<file path="src/design/srm_pkg.sv">
`timescale 1ns / 1ps

package srm_pkg;

	// Bus timer width; delays saturate at the largest count it holds.
	localparam int TIMER_WIDTH = 24;

	localparam int ADDR_W  = 8;
	localparam int DATA_W  = 8;
	localparam int TICKS_W = 16;
	localparam int POLL_W  = 10;
	localparam int CFG_IDX_W = 2;

	// Widest delay multiplier is the 100-unit gap, which needs seven bits.
	localparam int MULT_W = 7;
	localparam int PROD_W = TICKS_W + MULT_W;
	localparam int SAT_W  = (TIMER_WIDTH > PROD_W) ? TIMER_WIDTH : PROD_W;

	// Delays in microsecond units.
	localparam int START_UNITS = 4;
	localparam int BIT_UNITS   = 2;
	localparam int ACK_UNITS   = 1;
	localparam int GAP_UNITS   = 100;
	localparam int NACK_UNITS  = 4;
	localparam int STOP_UNITS  = 4;

	localparam logic [ADDR_W-1:0]  DEV_ADDR_RST  = 8'd66;
	localparam logic [TICKS_W-1:0] TICKS_RST     = 16'd50;
	localparam logic [POLL_W-1:0]  POLL_LIM_RST  = 10'd250;
	localparam logic [ADDR_W-1:0]  READ_BIT_MASK = 8'h01;

	// Configuration register indexes.
	localparam logic [CFG_IDX_W-1:0] CFG_DEV_ADDR = 2'd0;
	localparam logic [CFG_IDX_W-1:0] CFG_TICKS    = 2'd1;
	localparam logic [CFG_IDX_W-1:0] CFG_POLL_LIM = 2'd2;

	// Input kind codes as they arrive on the port.
	localparam logic [1:0] KIND_TICK  = 2'd0;
	localparam logic [1:0] KIND_WRITE = 2'd1;
	localparam logic [1:0] KIND_READ  = 2'd2;

	// Queue between the front and back parts.
	localparam int QDEPTH = 2;
	localparam int QAW    = (QDEPTH > 1) ? $clog2(QDEPTH) : 1;
	localparam int QCW    = $clog2(QDEPTH + 1);

	typedef enum logic [1:0] {
		CMD_TICK  = 2'd0,
		CMD_WRITE = 2'd1,
		CMD_READ  = 2'd2
	} cmd_t;

	typedef struct packed {
		cmd_t              cmd;
		logic [ADDR_W-1:0] reg_addr;
		logic [DATA_W-1:0] write_data;
		logic              sda;
	} item_t;

	typedef struct packed {
		logic [ADDR_W-1:0]  dev_addr;
		logic [TICKS_W-1:0] ticks;
		logic [POLL_W-1:0]  poll_limit;
	} cfg_t;

	typedef struct packed {
		logic              scl;
		logic              sda_out;
		logic              sda_drive;
		logic              busy;
		logic              done;
		logic              failed;
		logic [DATA_W-1:0] read_data;
	} res_t;

	// Bus sequencer phases.
	typedef enum logic [18:0] {
		PH_IDLE      = 19'h00001,
		PH_START_HI  = 19'h00002,
		PH_START_LO  = 19'h00004,
		PH_WB_SETUP  = 19'h00008,
		PH_WB_HIGH   = 19'h00010,
		PH_WB_LOW    = 19'h00020,
		PH_ACK_REL   = 19'h00040,
		PH_ACK_RISE  = 19'h00080,
		PH_ACK_POLL  = 19'h00100,
		PH_ACK_END   = 19'h00200,
		PH_GAP       = 19'h00400,
		PH_RB_LOW    = 19'h00800,
		PH_RB_HIGH   = 19'h01000,
		PH_NACK_SET  = 19'h02000,
		PH_NACK_HIGH = 19'h04000,
		PH_NACK_LOW  = 19'h08000,
		PH_STOP_LO   = 19'h10000,
		PH_STOP_HI   = 19'h20000,
		PH_REGAP     = 19'h40000
	} phase_t;

	// Delay of n units in ticks, clipped to the timer range.
	function automatic logic [TIMER_WIDTH-1:0] units(input logic [TICKS_W-1:0] ticks,
			input logic [MULT_W-1:0] n);
		logic [PROD_W-1:0] prod;
		logic [SAT_W-1:0]  wide;
		logic [SAT_W-1:0]  lim;
		prod = PROD_W'(ticks) * PROD_W'(n);
		wide = SAT_W'(prod);
		lim  = SAT_W'({TIMER_WIDTH{1'b1}});
		if (wide > lim) begin
			return lim[TIMER_WIDTH-1:0];
		end
		return wide[TIMER_WIDTH-1:0];
	endfunction

endpackage

</file>
<file path="src/design/srm_front.sv">
`timescale 1ns / 1ps

module srm_front (
	input  logic                       clk,
	input  logic                       arst_n,
	input  logic                       in_valid,
	output logic                       in_stall,
	input  logic [1:0]                 kind,
	input  logic [srm_pkg::ADDR_W-1:0] reg_addr,
	input  logic [srm_pkg::DATA_W-1:0] write_data,
	input  logic                       sda_in,
	output logic                       push_valid,
	output srm_pkg::item_t             push_item,
	input  logic                       push_ready
);
	import srm_pkg::*;

	logic  valid_s1;
	item_t item_s1;
	cmd_t  cmd;

	// Unused kind code three behaves as a plain tick.
	always_comb begin
		case (kind)
			KIND_WRITE: cmd = CMD_WRITE;
			KIND_READ:  cmd = CMD_READ;
			default:    cmd = CMD_TICK;
		endcase
	end

	assign in_stall   = valid_s1 && !push_ready;
	assign push_valid = valid_s1;
	assign push_item  = item_s1;

	always_ff @(posedge clk or negedge arst_n) begin
		if (!arst_n) begin
			valid_s1 <= 1'b0;
		end else if (!in_stall) begin
			valid_s1 <= in_valid;
		end
	end

	always_ff @(posedge clk) begin
		if (!in_stall && in_valid) begin
			item_s1 <= '{cmd: cmd, reg_addr: reg_addr, write_data: write_data, sda: sda_in};
		end
	end

endmodule

</file>
<file path="src/design/srm_queue.sv">
`timescale 1ns / 1ps

module srm_queue (
	input  logic           clk,
	input  logic           arst_n,
	input  logic           push_valid,
	input  srm_pkg::item_t push_item,
	output logic           push_ready,
	output logic           pop_valid,
	output srm_pkg::item_t pop_item,
	input  logic           pop
);
	import srm_pkg::*;

	item_t            mem_q [QDEPTH];
	logic [QAW-1:0]   wr_ptr_q;
	logic [QAW-1:0]   rd_ptr_q;
	logic [QCW-1:0]   count_q;
	logic             do_push;
	logic             do_pop;

	assign push_ready = (count_q != QCW'(QDEPTH));
	assign pop_valid  = (count_q != '0);
	assign pop_item   = mem_q[rd_ptr_q];
	assign do_push    = push_valid && push_ready;
	assign do_pop     = pop && pop_valid;

	always_ff @(posedge clk) begin
		if (do_push) begin
			mem_q[wr_ptr_q] <= push_item;
		end
	end

	always_ff @(posedge clk or negedge arst_n) begin
		if (!arst_n) begin
			wr_ptr_q <= '0;
			rd_ptr_q <= '0;
			count_q  <= '0;
		end else begin
			if (do_push) begin
				wr_ptr_q <= (wr_ptr_q == QAW'(QDEPTH - 1)) ? '0 : wr_ptr_q + 1'b1;
			end
			if (do_pop) begin
				rd_ptr_q <= (rd_ptr_q == QAW'(QDEPTH - 1)) ? '0 : rd_ptr_q + 1'b1;
			end
			if (do_push && !do_pop) begin
				count_q <= count_q + 1'b1;
			end else if (do_pop && !do_push) begin
				count_q <= count_q - 1'b1;
			end
		end
	end

endmodule

</file>
<file path="src/design/srm_back.sv">
`timescale 1ns / 1ps

module srm_back (
	input  logic           clk,
	input  logic           arst_n,
	input  srm_pkg::cfg_t  cfg,
	input  logic           q_valid,
	input  srm_pkg::item_t q_item,
	output logic           q_pop,
	output logic           out_valid,
	output srm_pkg::res_t  out_res,
	input  logic           out_stall
);
	import srm_pkg::*;

	typedef struct packed {
		phase_t                 phase;
		logic                   scl;
		logic                   sda;
		logic                   drv;
		logic [TIMER_WIDTH-1:0] delay;
	} line_t;

	function automatic line_t go_to(input phase_t ph, input logic scl, input logic sda,
			input logic drv, input logic [TIMER_WIDTH-1:0] d);
		line_t l;
		l.phase = ph;
		l.scl   = scl;
		l.sda   = sda;
		l.drv   = drv;
		l.delay = d;
		return l;
	endfunction

	line_t               line_q, line_n;
	logic [2:0]          bit_q, bit_n;
	logic [DATA_W-1:0]   shift_q, shift_n;
	logic [POLL_W-1:0]   poll_q, poll_n;
	logic                is_read_q, is_read_n;
	logic [ADDR_W-1:0]   held_reg_q, held_reg_n;
	logic [DATA_W-1:0]   held_data_q, held_data_n;
	logic                err_q, err_n;
	logic [DATA_W-1:0]   last_read_q, last_read_n;
	logic [1:0]          stage_q, stage_n;
	logic                done_n, fail_n;
	logic                fire;
	logic [DATA_W-1:0]   tx_byte;

	logic [TIMER_WIDTH-1:0] u1, u2, u4, u100;

	assign u1   = units(cfg.ticks, MULT_W'(ACK_UNITS));
	assign u2   = units(cfg.ticks, MULT_W'(BIT_UNITS));
	assign u4   = units(cfg.ticks, MULT_W'(START_UNITS));
	assign u100 = units(cfg.ticks, MULT_W'(GAP_UNITS));

	assign fire  = q_valid && (!out_valid || !out_stall);
	assign q_pop = fire;

	// Byte sent after a start: the address, then the register, then data or read address.
	always_comb begin
		case (stage_q)
			2'd0:    tx_byte = cfg.dev_addr;
			2'd1:    tx_byte = held_reg_q;
			default: tx_byte = is_read_q ? (cfg.dev_addr | READ_BIT_MASK) : held_data_q;
		endcase
	end

	always_comb begin
		line_n      = line_q;
		bit_n       = bit_q;
		shift_n     = shift_q;
		poll_n      = poll_q;
		is_read_n   = is_read_q;
		held_reg_n  = held_reg_q;
		held_data_n = held_data_q;
		err_n       = err_q;
		last_read_n = last_read_q;
		stage_n     = stage_q;
		done_n      = 1'b0;
		fail_n      = 1'b0;

		if (line_q.phase == PH_IDLE) begin
			if (q_item.cmd == CMD_WRITE || q_item.cmd == CMD_READ) begin
				held_reg_n  = q_item.reg_addr;
				held_data_n = q_item.write_data;
				is_read_n   = (q_item.cmd == CMD_READ);
				err_n       = 1'b0;
				stage_n     = 2'd0;
				line_n      = go_to(PH_START_HI, 1'b1, 1'b1, 1'b1, u4);
			end
		end else if (line_q.phase == PH_ACK_POLL) begin
			if (!q_item.sda) begin
				line_n = go_to(PH_ACK_END, 1'b0, 1'b1, 1'b0, u1);
			end else if (poll_q >= cfg.poll_limit) begin
				err_n  = 1'b1;
				line_n = go_to(PH_STOP_LO, 1'b0, 1'b0, 1'b1, u4);
			end else begin
				poll_n = poll_q + 1'b1;
			end
		end else if (line_q.delay > TIMER_WIDTH'(1)) begin
			line_n.delay = line_q.delay - 1'b1;
		end else begin
			line_n.delay = '0;
			case (line_q.phase)
				PH_START_HI: line_n = go_to(PH_START_LO, 1'b1, 1'b0, 1'b1, u4);
				PH_START_LO: begin
					shift_n = tx_byte;
					bit_n   = '0;
					line_n  = go_to(PH_WB_SETUP, 1'b0, tx_byte[DATA_W-1], 1'b1, u2);
				end
				PH_WB_SETUP: line_n = go_to(PH_WB_HIGH, 1'b1, line_q.sda, 1'b1, u2);
				PH_WB_HIGH:  line_n = go_to(PH_WB_LOW, 1'b0, line_q.sda, 1'b1, u2);
				PH_WB_LOW: begin
					if (bit_q != 3'd7) begin
						bit_n   = bit_q + 1'b1;
						shift_n = {shift_q[DATA_W-2:0], 1'b0};
						line_n  = go_to(PH_WB_SETUP, 1'b0, shift_q[DATA_W-2], 1'b1, u2);
					end else begin
						line_n = go_to(PH_ACK_REL, 1'b0, 1'b1, 1'b0, u1);
					end
				end
				PH_ACK_REL: begin
					poll_n = '0;
					line_n = go_to(PH_ACK_RISE, 1'b1, 1'b1, 1'b0, u1);
				end
				PH_ACK_RISE: line_n = go_to(PH_ACK_POLL, 1'b1, 1'b1, 1'b0, '0);
				PH_ACK_END: begin
					if (!is_read_q && stage_q == 2'd2) begin
						line_n = go_to(PH_STOP_LO, 1'b0, 1'b0, 1'b1, u4);
					end else begin
						line_n = go_to(PH_GAP, 1'b0, 1'b1, 1'b0, u100);
					end
				end
				PH_GAP: begin
					if (stage_q == 2'd0) begin
						stage_n = 2'd1;
						shift_n = held_reg_q;
						bit_n   = '0;
						line_n  = go_to(PH_WB_SETUP, 1'b0, held_reg_q[ADDR_W-1], 1'b1, u2);
					end else if (!is_read_q && stage_q == 2'd1) begin
						stage_n = 2'd2;
						shift_n = held_data_q;
						bit_n   = '0;
						line_n  = go_to(PH_WB_SETUP, 1'b0, held_data_q[DATA_W-1], 1'b1, u2);
					end else if (!is_read_q || stage_q == 2'd1) begin
						line_n = go_to(PH_STOP_LO, 1'b0, 1'b0, 1'b1, u4);
					end else begin
						bit_n   = '0;
						shift_n = '0;
						line_n  = go_to(PH_RB_LOW, 1'b0, 1'b1, 1'b0, u1);
					end
				end
				PH_RB_LOW: line_n = go_to(PH_RB_HIGH, 1'b1, 1'b1, 1'b0, TIMER_WIDTH'(1));
				PH_RB_HIGH: begin
					shift_n = {shift_q[DATA_W-2:0], q_item.sda};
					if (bit_q != 3'd7) begin
						bit_n  = bit_q + 1'b1;
						line_n = go_to(PH_RB_LOW, 1'b0, 1'b1, 1'b0, u1);
					end else begin
						last_read_n = {shift_q[DATA_W-2:0], q_item.sda};
						line_n      = go_to(PH_NACK_SET, 1'b0, 1'b1, 1'b1, u1);
					end
				end
				PH_NACK_SET:  line_n = go_to(PH_NACK_HIGH, 1'b1, 1'b1, 1'b1, u4);
				PH_NACK_HIGH: line_n = go_to(PH_NACK_LOW, 1'b0, 1'b1, 1'b1, u4);
				PH_NACK_LOW:  line_n = go_to(PH_STOP_LO, 1'b0, 1'b0, 1'b1, u4);
				PH_STOP_LO:   line_n = go_to(PH_STOP_HI, 1'b1, 1'b1, 1'b1, u4);
				PH_STOP_HI: begin
					if (is_read_q && stage_q == 2'd1 && !err_q) begin
						line_n = go_to(PH_REGAP, 1'b1, 1'b1, 1'b1, u100);
					end else begin
						line_n = go_to(PH_IDLE, 1'b1, 1'b1, 1'b1, '0);
						done_n = 1'b1;
						fail_n = err_q;
					end
				end
				PH_REGAP: begin
					stage_n = 2'd2;
					line_n  = go_to(PH_START_HI, 1'b1, 1'b1, 1'b1, u4);
				end
				default: line_n = go_to(PH_IDLE, 1'b1, 1'b1, 1'b1, '0);
			endcase
		end
	end

	always_ff @(posedge clk or negedge arst_n) begin
		if (!arst_n) begin
			line_q      <= go_to(PH_IDLE, 1'b1, 1'b1, 1'b1, '0);
			bit_q       <= '0;
			shift_q     <= '0;
			poll_q      <= '0;
			is_read_q   <= 1'b0;
			held_reg_q  <= '0;
			held_data_q <= '0;
			err_q       <= 1'b0;
			last_read_q <= '0;
			stage_q     <= '0;
			out_valid   <= 1'b0;
		end else begin
			if (fire) begin
				line_q      <= line_n;
				bit_q       <= bit_n;
				shift_q     <= shift_n;
				poll_q      <= poll_n;
				is_read_q   <= is_read_n;
				held_reg_q  <= held_reg_n;
				held_data_q <= held_data_n;
				err_q       <= err_n;
				last_read_q <= last_read_n;
				stage_q     <= stage_n;
				out_valid   <= 1'b1;
			end else if (!out_stall) begin
				out_valid <= 1'b0;
			end
		end
	end

	always_ff @(posedge clk) begin
		if (fire) begin
			out_res.scl       <= line_n.scl;
			out_res.sda_out   <= line_n.drv ? line_n.sda : 1'b1;
			out_res.sda_drive <= line_n.drv;
			out_res.busy      <= (line_n.phase != PH_IDLE);
			out_res.done      <= done_n;
			out_res.failed    <= fail_n;
			out_res.read_data <= last_read_n;
		end
	end

endmodule

</file>
<file path="src/design/sccb_register_master.sv">
`timescale 1ns / 1ps

// SCCB register master. Each transfer on the input channel is one tick of bus
// time: it carries a command kind (tick only, register write or register read),
// the register address, the write byte and the sampled SDA level. Every input
// transfer produces exactly one output transfer with the SCL level, the SDA
// drive level and enable, busy, a one-tick done pulse, failed (valid with done)
// and the byte of the last completed read. Commands that arrive while busy are
// ignored. Configuration (device address, ticks per microsecond unit, ack poll
// limit) is written over a separate valid/ready port that is always ready, and
// should only be written while the bus is idle.
// Each input transfer passes the front, queue and output registers. The block
// takes one tick per cycle: the bus sequencer retires one queued tick each
// cycle the output register is free or being emptied.
// When the receiver stalls, the result holds in the output register, the queue
// fills behind it and the input stall rises once the front register cannot
// move on. Reset puts the bus idle (SCL and SDA high, SDA driven), clears all
// transaction state and loads the default configuration.
module sccb_register_master (
	input  logic                          clk,
	input  logic                          arst_n,
	input  logic                          in_valid,
	output logic                          in_stall,
	input  logic [1:0]                    kind,
	input  logic [srm_pkg::ADDR_W-1:0]    reg_addr,
	input  logic [srm_pkg::DATA_W-1:0]    write_data,
	input  logic                          sda_in,
	output logic                          out_valid,
	input  logic                          out_stall,
	output logic                          scl,
	output logic                          sda_out,
	output logic                          sda_drive,
	output logic                          busy_res,
	output logic                          done_res,
	output logic                          failed,
	output logic [srm_pkg::DATA_W-1:0]    read_data,
	input  logic                          cfg_valid,
	output logic                          cfg_ready,
	input  logic [srm_pkg::CFG_IDX_W-1:0] cfg_index,
	input  logic [srm_pkg::TICKS_W-1:0]   cfg_data
);
	import srm_pkg::*;

	cfg_t  cfg_q;
	logic  push_valid;
	item_t push_item;
	logic  push_ready;
	logic  pop_valid;
	item_t pop_item;
	logic  pop;
	res_t  res;

	// The configuration registers accept a write in every cycle.
	assign cfg_ready = 1'b1;

	always_ff @(posedge clk or negedge arst_n) begin
		if (!arst_n) begin
			cfg_q.dev_addr   <= DEV_ADDR_RST;
			cfg_q.ticks      <= TICKS_RST;
			cfg_q.poll_limit <= POLL_LIM_RST;
		end else if (cfg_valid && cfg_ready) begin
			case (cfg_index)
				CFG_DEV_ADDR: cfg_q.dev_addr   <= cfg_data[ADDR_W-1:0];
				CFG_TICKS:    cfg_q.ticks      <= cfg_data;
				CFG_POLL_LIM: cfg_q.poll_limit <= cfg_data[POLL_W-1:0];
				default: begin
				end
			endcase
		end
	end

	// Front: registers and classifies each incoming tick.
	srm_front u_front (
		.clk        (clk),
		.arst_n     (arst_n),
		.in_valid   (in_valid),
		.in_stall   (in_stall),
		.kind       (kind),
		.reg_addr   (reg_addr),
		.write_data (write_data),
		.sda_in     (sda_in),
		.push_valid (push_valid),
		.push_item  (push_item),
		.push_ready (push_ready)
	);

	// Short queue so the front keeps taking ticks while the output is stalled.
	srm_queue u_queue (
		.clk        (clk),
		.arst_n     (arst_n),
		.push_valid (push_valid),
		.push_item  (push_item),
		.push_ready (push_ready),
		.pop_valid  (pop_valid),
		.pop_item   (pop_item),
		.pop        (pop)
	);

	// Back: the bus sequencer, advanced one tick per queued item.
	srm_back u_back (
		.clk       (clk),
		.arst_n    (arst_n),
		.cfg       (cfg_q),
		.q_valid   (pop_valid),
		.q_item    (pop_item),
		.q_pop     (pop),
		.out_valid (out_valid),
		.out_res   (res),
		.out_stall (out_stall)
	);

	assign scl       = res.scl;
	assign sda_out   = res.sda_out;
	assign sda_drive = res.sda_drive;
	assign busy_res  = res.busy;
	assign done_res  = res.done;
	assign failed    = res.failed;
	assign read_data = res.read_data;

	// A finished transaction leaves the bus idle in the same tick.
	assert property (@(posedge clk) disable iff (!arst_n)
		out_valid && done_res |-> !busy_res && scl && sda_drive && sda_out)
		else $error("done reported while the bus is not idle");

	// Failure is only reported together with done.
	assert property (@(posedge clk) disable iff (!arst_n)
		out_valid && failed |-> done_res)
		else $error("failed raised without done");

	// A released SDA line reads as high, and SDA is only released inside a transaction.
	assert property (@(posedge clk) disable iff (!arst_n)
		out_valid && !sda_drive |-> sda_out && busy_res)
		else $error("released SDA reported low or outside a transaction");

	// The read byte only changes within a busy read transaction.
	assert property (@(posedge clk) disable iff (!arst_n)
		out_valid && $past(out_valid) && (read_data != $past(read_data)) |-> busy_res)
		else $error("read byte changed while idle");

endmodule

</file>
<file path="config.mk">
export PLATFORM = sky130hd
export DESIGN_NAME = sccb_register_master
export DESIGN_NICKNAME = d
export VERILOG_FILES = /design/src/design/srm_pkg.sv /design/src/design/srm_front.sv /design/src/design/srm_queue.sv /design/src/design/srm_back.sv /design/src/design/sccb_register_master.sv
export SDC_FILE = /design/constraint.sdc
export NUM_CORES = 1
export LEC_CHECK = 0
export BUFFER_PORTS_ARGS = -buffer_cell sky130_fd_sc_hd__buf_2
export CORE_AREA = 4 4 119 205
export CTS_CLUSTER_DIAMETER = 40
export CTS_CLUSTER_SIZE = 8
export DETAILED_ROUTE_END_ITERATION = 8
export DIE_AREA = 0 0 123 209
export GPL_ROUTABILITY_DRIVEN = 0
export PLACE_DENSITY = 0.76
export SYNTH_ARGS = -nofsm -noshare
export SYNTH_HDL_FRONTEND = slang
export SYNTH_HIERARCHICAL = 1
export SYNTH_SLANG_ARGS = --single-unit
</file>
<file path="constraint.sdc">
create_clock -name clk -period 3.25 [get_ports clk]
set_input_delay 0.65 -clock clk [delete_from_list [all_inputs] [get_ports clk]]
set_output_delay 0.65 -clock clk [all_outputs]
set_load 0.05 [all_outputs]
</file>
Word-level counts from Yosys, hierarchy flattened
Memory sizes are Yosys's and may differ from the RTL's.
Index checks and enable logic that the tools add are counted.
{ "word_totals": {"elab_cells": 195, "inputBits": 42, "mem_count": 1, "reg_bits": 167, "ram_bits": 38, "out_inout_bits": 17} }
{ "mem_list": {"columns": ["memory", "depth", "word_bits", "rd", "rd_clocked_by_memory_dff", "wr", "line", "rtl"], "rows": [
  ["u_queue.mem_q", 2, 19, 1, 0, 1, "srm_queue.sv:15", "item_t mem_q [QDEPTH];"]
]} }
{ "op_classes": {"mux": 59, "n_mul": 1, "add_sub_neg": 7, "bitwise_logic": 4, "reduce_logical": 46, "magnitude_cmp": 2, "eq_ne": 42} }
{ "ops": {"columns": ["cell", "n"], "rows": [
  ["46-bit case mux with 17 select lines", 1],
  ["46-bit 2-to-1 mux", 7],
  ["44-bit 2-to-1 mux", 3],
  ["10-bit 2-to-1 mux", 5],
  ["8-bit 2-to-1 mux", 6],
  ["41-bit 2-to-1 mux", 1],
  ["34-bit 2-to-1 mux", 1],
  ["7-bit 2-to-1 mux", 4],
  ["7-bit case mux with 4 select lines", 1],
  ["24-bit by 1-bit > comparator with 1-bit output, second input constant", 1],
  ["24-bit 2-to-1 mux", 1],
  ["24-bit by 1-bit subtractor with 24-bit output, second input constant", 1],
  ["22-bit 2-to-1 mux", 1],
  ["16-bit by 5-bit multiplier with 21-bit output, second input constant", 1],
  ["19-bit by 1-bit == test with 1-bit output, second input constant", 1],
  ["19-bit by 10-bit == test with 1-bit output, second input constant", 1],
  ["19-bit by 11-bit == test with 1-bit output, second input constant", 1],
  ["19-bit by 12-bit == test with 1-bit output, second input constant", 1],
  ["19-bit by 13-bit == test with 1-bit output, second input constant", 1],
  ["19-bit by 14-bit == test with 1-bit output, second input constant", 1],
  ["19-bit by 15-bit == test with 1-bit output, second input constant", 1],
  ["19-bit by 16-bit == test with 1-bit output, second input constant", 1],
  ["19-bit by 17-bit == test with 1-bit output, second input constant", 1],
  ["19-bit by 18-bit == test with 1-bit output, second input constant", 1],
  ["46 further kinds", 117]
]} }

Logic depth before layout (Yosys ltp)
{ "logic_depth": {"ltp_word": 10, "mapped_depth": 14, "depth_no_buf": 14} }

By module
Netlist, hierarchy kept.
{ "by_module_without_submodules": {"columns": ["mod", "cells_each", "instances", "area_per_inst_um2", "seq_area_each_um2"], "rows": [
  ["srm_back", 1092, 1, 9198.8, 2802.7],
  ["srm_queue", 77, 1, 1589.0, 1241.2],
  ["sccb_register_master", 75, 1, 1323.8, 864.6],
  ["srm_front", 26, 1, 640.6, 595.6]
]} }

Least setup slack after synthesis
Ideal clock, no wire load.
{ "synth_timing": {"path_type": "register to register", "startpoint": "reg cfg_q[18] (netlist name)", "endpoint": "reg u_back/line_q[22] (netlist name)", "path_stages_with_launch": 15, "arrival_ns": 3.242, "period_less_slack_ns": 3.380, "setup_time_ns": 0.138, "setup_slack_ns": -0.130, "required_time_ns": 3.112, "n_path_buf": 0, "path_cell_list": "dfrtp_1 > ha_1 > ha_1 > inv_1 > fa_1 > inv_1 > ha_1 > nand2_1 > nor3_1 > a21boi_0 > nor2b_1 > o31a_1 > o21ai_0 > xnor2_1 > o221ai_1"} }
{ "synth_via": {"elab_chain_len": 6, "word_cells_on_any_way": 7, "classes_between": "mul (1); mux (6)"} }
{ "synth_rtl": {"columns": ["item", "line", "rtl"], "rows": [
  ["start, declared", "sccb_register_master.sv:44", "cfg_t cfg_q;"],
  ["16-bit by 5-bit multiplier with 21-bit output *", "srm_pkg.sv:105", "prod = PROD_W'(ticks) * PROD_W'(n);"],
  ["46-bit 2-to-1 mux or 44-bit 2-to-1 mux (tied branches)", "srm_back.sv:169, srm_back.sv:128", null],
  ["46-bit case mux with 17 select lines *", "srm_back.sv:104", "case (line_q.phase)"],
  ["24-bit 2-to-1 mux *", "srm_back.sv:100", "end else if (line_q.delay > TIMER_WIDTH'(1)) begin"],
  ["46-bit 2-to-1 mux *", "srm_back.sv:91", "end else if (line_q.phase == PH_ACK_POLL) begin"],
  ["46-bit 2-to-1 mux *", "srm_back.sv:82", "if (line_q.phase == PH_IDLE) begin"],
  ["end signal, assigned", "srm_back.sv:188", "line_q <= go_to(PH_IDLE, 1'b1, 1'b1, 1'b1, '0);"],
  ["end signal, assigned", "srm_back.sv:201", "line_q <= line_n;"],
  ["end, declared", "srm_back.sv:35", "line_t line_q, line_n;"]
]} }
Mark *: on every way between the ends. The rest lies on a longest branch, timed or not.
A chain may end at the register's enable or synchronous reset.

Worst setup path in the final report
{ "layout_timing": {"startpoint": "reg cfg_q[18] (netlist name)", "endpoint": "reg u_back/line_q[20] (netlist name)"} }
The elaborated chain is that of the path after synthesis.

==> impl_metrics.json <==
{
  "run_status": "finished, violations left",
  "violations": "setup timing",
  "max_freq_ghz": 0.289,
  "worstReg2RegStart": "cfg_q[18]",
  "finalHoldViolations": 0,
  "multiInputGateArea_um2": 7110,
  "yosys.area_share.simple": 0.179,
  "drive_above_1_share": 0.303,
  "synth_flop_cell": "dfrtp_1",
  "dieWidth_um": 123,
  "post-route-drc-count": 0,
  "finalSetupTns_ps": -1310,
  "p_sw_mw": 5.07,
  "pwr-share-seq": 0.277,
  "syn_nets": 1397,
  "antenna_found_initial": 0,
  "area_delta_synth_final_pct": 24.6,
  "synth.distinct_cells": 91,
  "synthArstFlopShare": 0.654,
  "clk_latency_ps": 530,
  "fin_crit_ps": 3460,
  "grt_pass1_vias": 12000,
  "period_share": 1.06,
  "cts_made_buffers": 34,
  "crit_fanout": 3,
  "synthCells": 1270,
  "synth_top_area_share": 0.234,
  "seq_area_frac_synth": 0.432,
  "final_util": 0.699,
  "cts-root-buf": "clkbuf_16",
  "mostFrequentLayoutCells": "buf_4 (155), nand2_1 (135), dfrtp_1 (118), nor2_1 (80), mux2_2 (79)",
  "maxSlewViolCount": 0,
  "stdcell_count": 1797,
  "avgSynthCellArea_um2": 10.0,
  "synth_top_family_by_area": "simple AND/OR/NAND/NOR gates",
  "clock_power_share": 0.253,
  "ys_ff_latch": 205,
  "clockBufferDepth": 3,
  "routedWlPerCell_um": 22.5,
  "final_common_cell": "buf_4",
  "muxShareOfSynthArea": 0.0785,
  "syn_area_um2": 12800,
  "vdd_drop_max_v": 0.000816,
  "critPathKind": "reg -> reg",
  "firstDrtPassIters": 7,
  "dp_hpwl_um": 28700,
  "setup_viol": 11,
  "ant_nets": 0,
  "synth-compound-area-share": 0.147,
  "seqCellArea_um2": 5510,
  "cts_sinks": 205,
  "clkTransAtPathRegs_ps": 60,
  "nets": 1599,
  "ys.warnings.count": 6,
  "fillCellCount": 1626,
  "die-height_um": 209,
  "grt_usage": 0.314,
  "critPathLaunch": "cfg_q[18]",
  "intPower_mw": 8.01,
  "cp-start-kind": "register",
  "tritoncts": "built",
  "swShare": 0.388,
  "numPortBuffers": 57,
  "io_pins": 59,
  "fin_worst_skew_ps": 27.1,
  "yosys-top-cells-area": "dfrtp_1 (23%), edfxtp_1 (17%), ha_1 (7.3%)",
  "critPathArrivalTime_ps": 3910,
  "core_area_um2": 22700,
  "synth-xor-area-share": 0.0282,
  "crit_required_ps": 3700,
  "leakage_nw": 7.01,
  "synth_fa_ha_area_frac": 0.0899,
  "p_comb_frac": 0.470,
  "row_count": 73,
  "endpoint_kind": "register",
  "start_util": 0.561,
  "rsz0062_at_grt": "yes",
  "diodes": 0,
  "wl_um": 40400,
  "h-tree-depth": 2,
  "max_cap_viol_count": 0,
  "dr_total_vias": 11600,
  "viasPerCell": 6.45,
  "worstHoldPathType": "in -> async",
  "yosys.area.top_type": "dfrtp_1",
  "setup_ws_ps": -208,
  "place_ws_ps": -225,
  "drt_iter0_drc": 1125,
  "powerDensity_nw_per_um2": 823,
  "post-place-cells": 1721,
  "overflow": 0,
  "grt_max_degree": 65,
  "die-area_um2": 25700,
  "hold_buffers": 0,
  "worst_pin_slew_ps": 1040,
  "grt_pass1_wl_um": 62200,
  "synth-edff-count": 71,
  "holdWs_ps": 129,
  "maxSlewHeadroom": 0.301
}
[flip-flops by register name (all words and copies together) (netlist names), 7 cells and up]
name / count
cfg_q: 34
u_back/shift_q: 7
u_back/held_reg_q: 8
u_front/push_item: 19
u_back/held_data_q: 8
u_back/out_res: 14
u_back/line_q: 46
u_back/last_read_q: 8
u_back/poll_q: 10
u_queue/mem_q: 38
[power by group through the flow]
stage	Sequential, mW	Combinational, mW	Clock [mW]
after floorplan	3.76	3.06	0
after global placement	3.61	4.67	0
after detailed placement	3.65	4.79	0
after CTS	3.62	5.29	3.37
after global routing	3.67	6.54	3.50
final	3.62	6.14	3.31
[Yosys cell counts (all sizes together), types with 6 or more instances]
| master | number |
|---|---|
| nand2 | 140 |
| dfrtp | 119 |
| o21ai | 87 |
| nor2 | 83 |
| inv | 80 |
| mux2 | 80 |
| ha | 74 |
| edfxtp | 71 |
| a21oi | 55 |
| a211oi | 30 |
| clkbuf | 30 |
| nand3 | 30 |
| nor3 | 27 |
| xor2 | 25 |
| nand4 | 24 |
| buf | 22 |
| nor2b | 22 |
| nor4 | 20 |
| nand2b | 18 |
| xnor2 | 16 |
| dfstp | 15 |
| a22oi | 14 |
| and3 | 13 |
| or4 | 13 |
| a21o | 11 |
| fa | 11 |
| mux2i | 10 |
| o31ai | 10 |
| o211ai | 9 |
| a221oi | 8 |
| or3 | 8 |
| a31oi | 7 |
| a221o | 6 |
| and2 | 6 |
[metal layers]
layer / vias to the layer above / share of wire / global-route usage
met5: - / 0 / 0
met4: 0 / 0.11 / 0.275
met3: 350 / 0.070 / 0.0693
met2: 701 / 0.51 / 0.535
met1: 5460 / 0.32 / 0.313
li1: 5075 / - / -
[metrics by stage]
stage / power [mW] / cell area, µm²
floorplan: 6.81 / 12800
global placement: 8.28 / 14300
detailed placement: 8.44 / 14300
CTS: 12.3 / 15700
global route: 13.7 / 15900
finish: 13.1 / 15900
[cells by family after synthesis]
| logic type | after synthesis |
|---|---|
| buf+inv | 132 |
| simple gates | 433 |
| compound gates | 283 |
| flops | 205 |
| fa+ha+maj | 85 |
| mux | 90 |
| xor+xnor | 41 |
| other cells | 1 |
[final timing paths]
path,to,slack (ps),cells past startpoint
setup / recovery,u_back/line_q[20],-210,15
hold / removal,u_back/poll_q[7],130,1
setup reg to reg,u_back/line_q[20],-210,15
hold reg to reg,u_queue/mem_q[1][4],440,0
max in group asynchronous,u_back/line_q[27],2350,2
min in group clk,u_front/push_item[4],300,1
[area by class of cell]
class / instances / area share
timing repair buffer: 218 / 0.0980
clock inverter: 8 / 0.00583
tap: 300 / 0.0236
multi-input combinational: 933 / 0.448
clock buffer: 53 / 0.0594
sequential: 205 / 0.347
inverter: 80 / 0.0189
[worst max-delay path, stage by stage (launching register included)]
cell and delay [ps]:
dfrtp_1 400, ha_1 300, ha_1 280, inv_1 50, fa_1 510, inv_1 70, ha_4 300, nand2_4 70
nor3_4 230, a21boi_4 230, nor2b_2 50, o31a_1 320, buf_4 160, xnor2_2 170, a31oi_1 100, o21ai_1 140
[timing repair]
action / 4_1_cts / 5_1_grt
gates resized for setup: 40 / 45
pin swaps: 42 / 34
setup buffers: 9 / 6
endpoints found under the setup margin: 12 / 48
(Power assumes the default switching activity.)
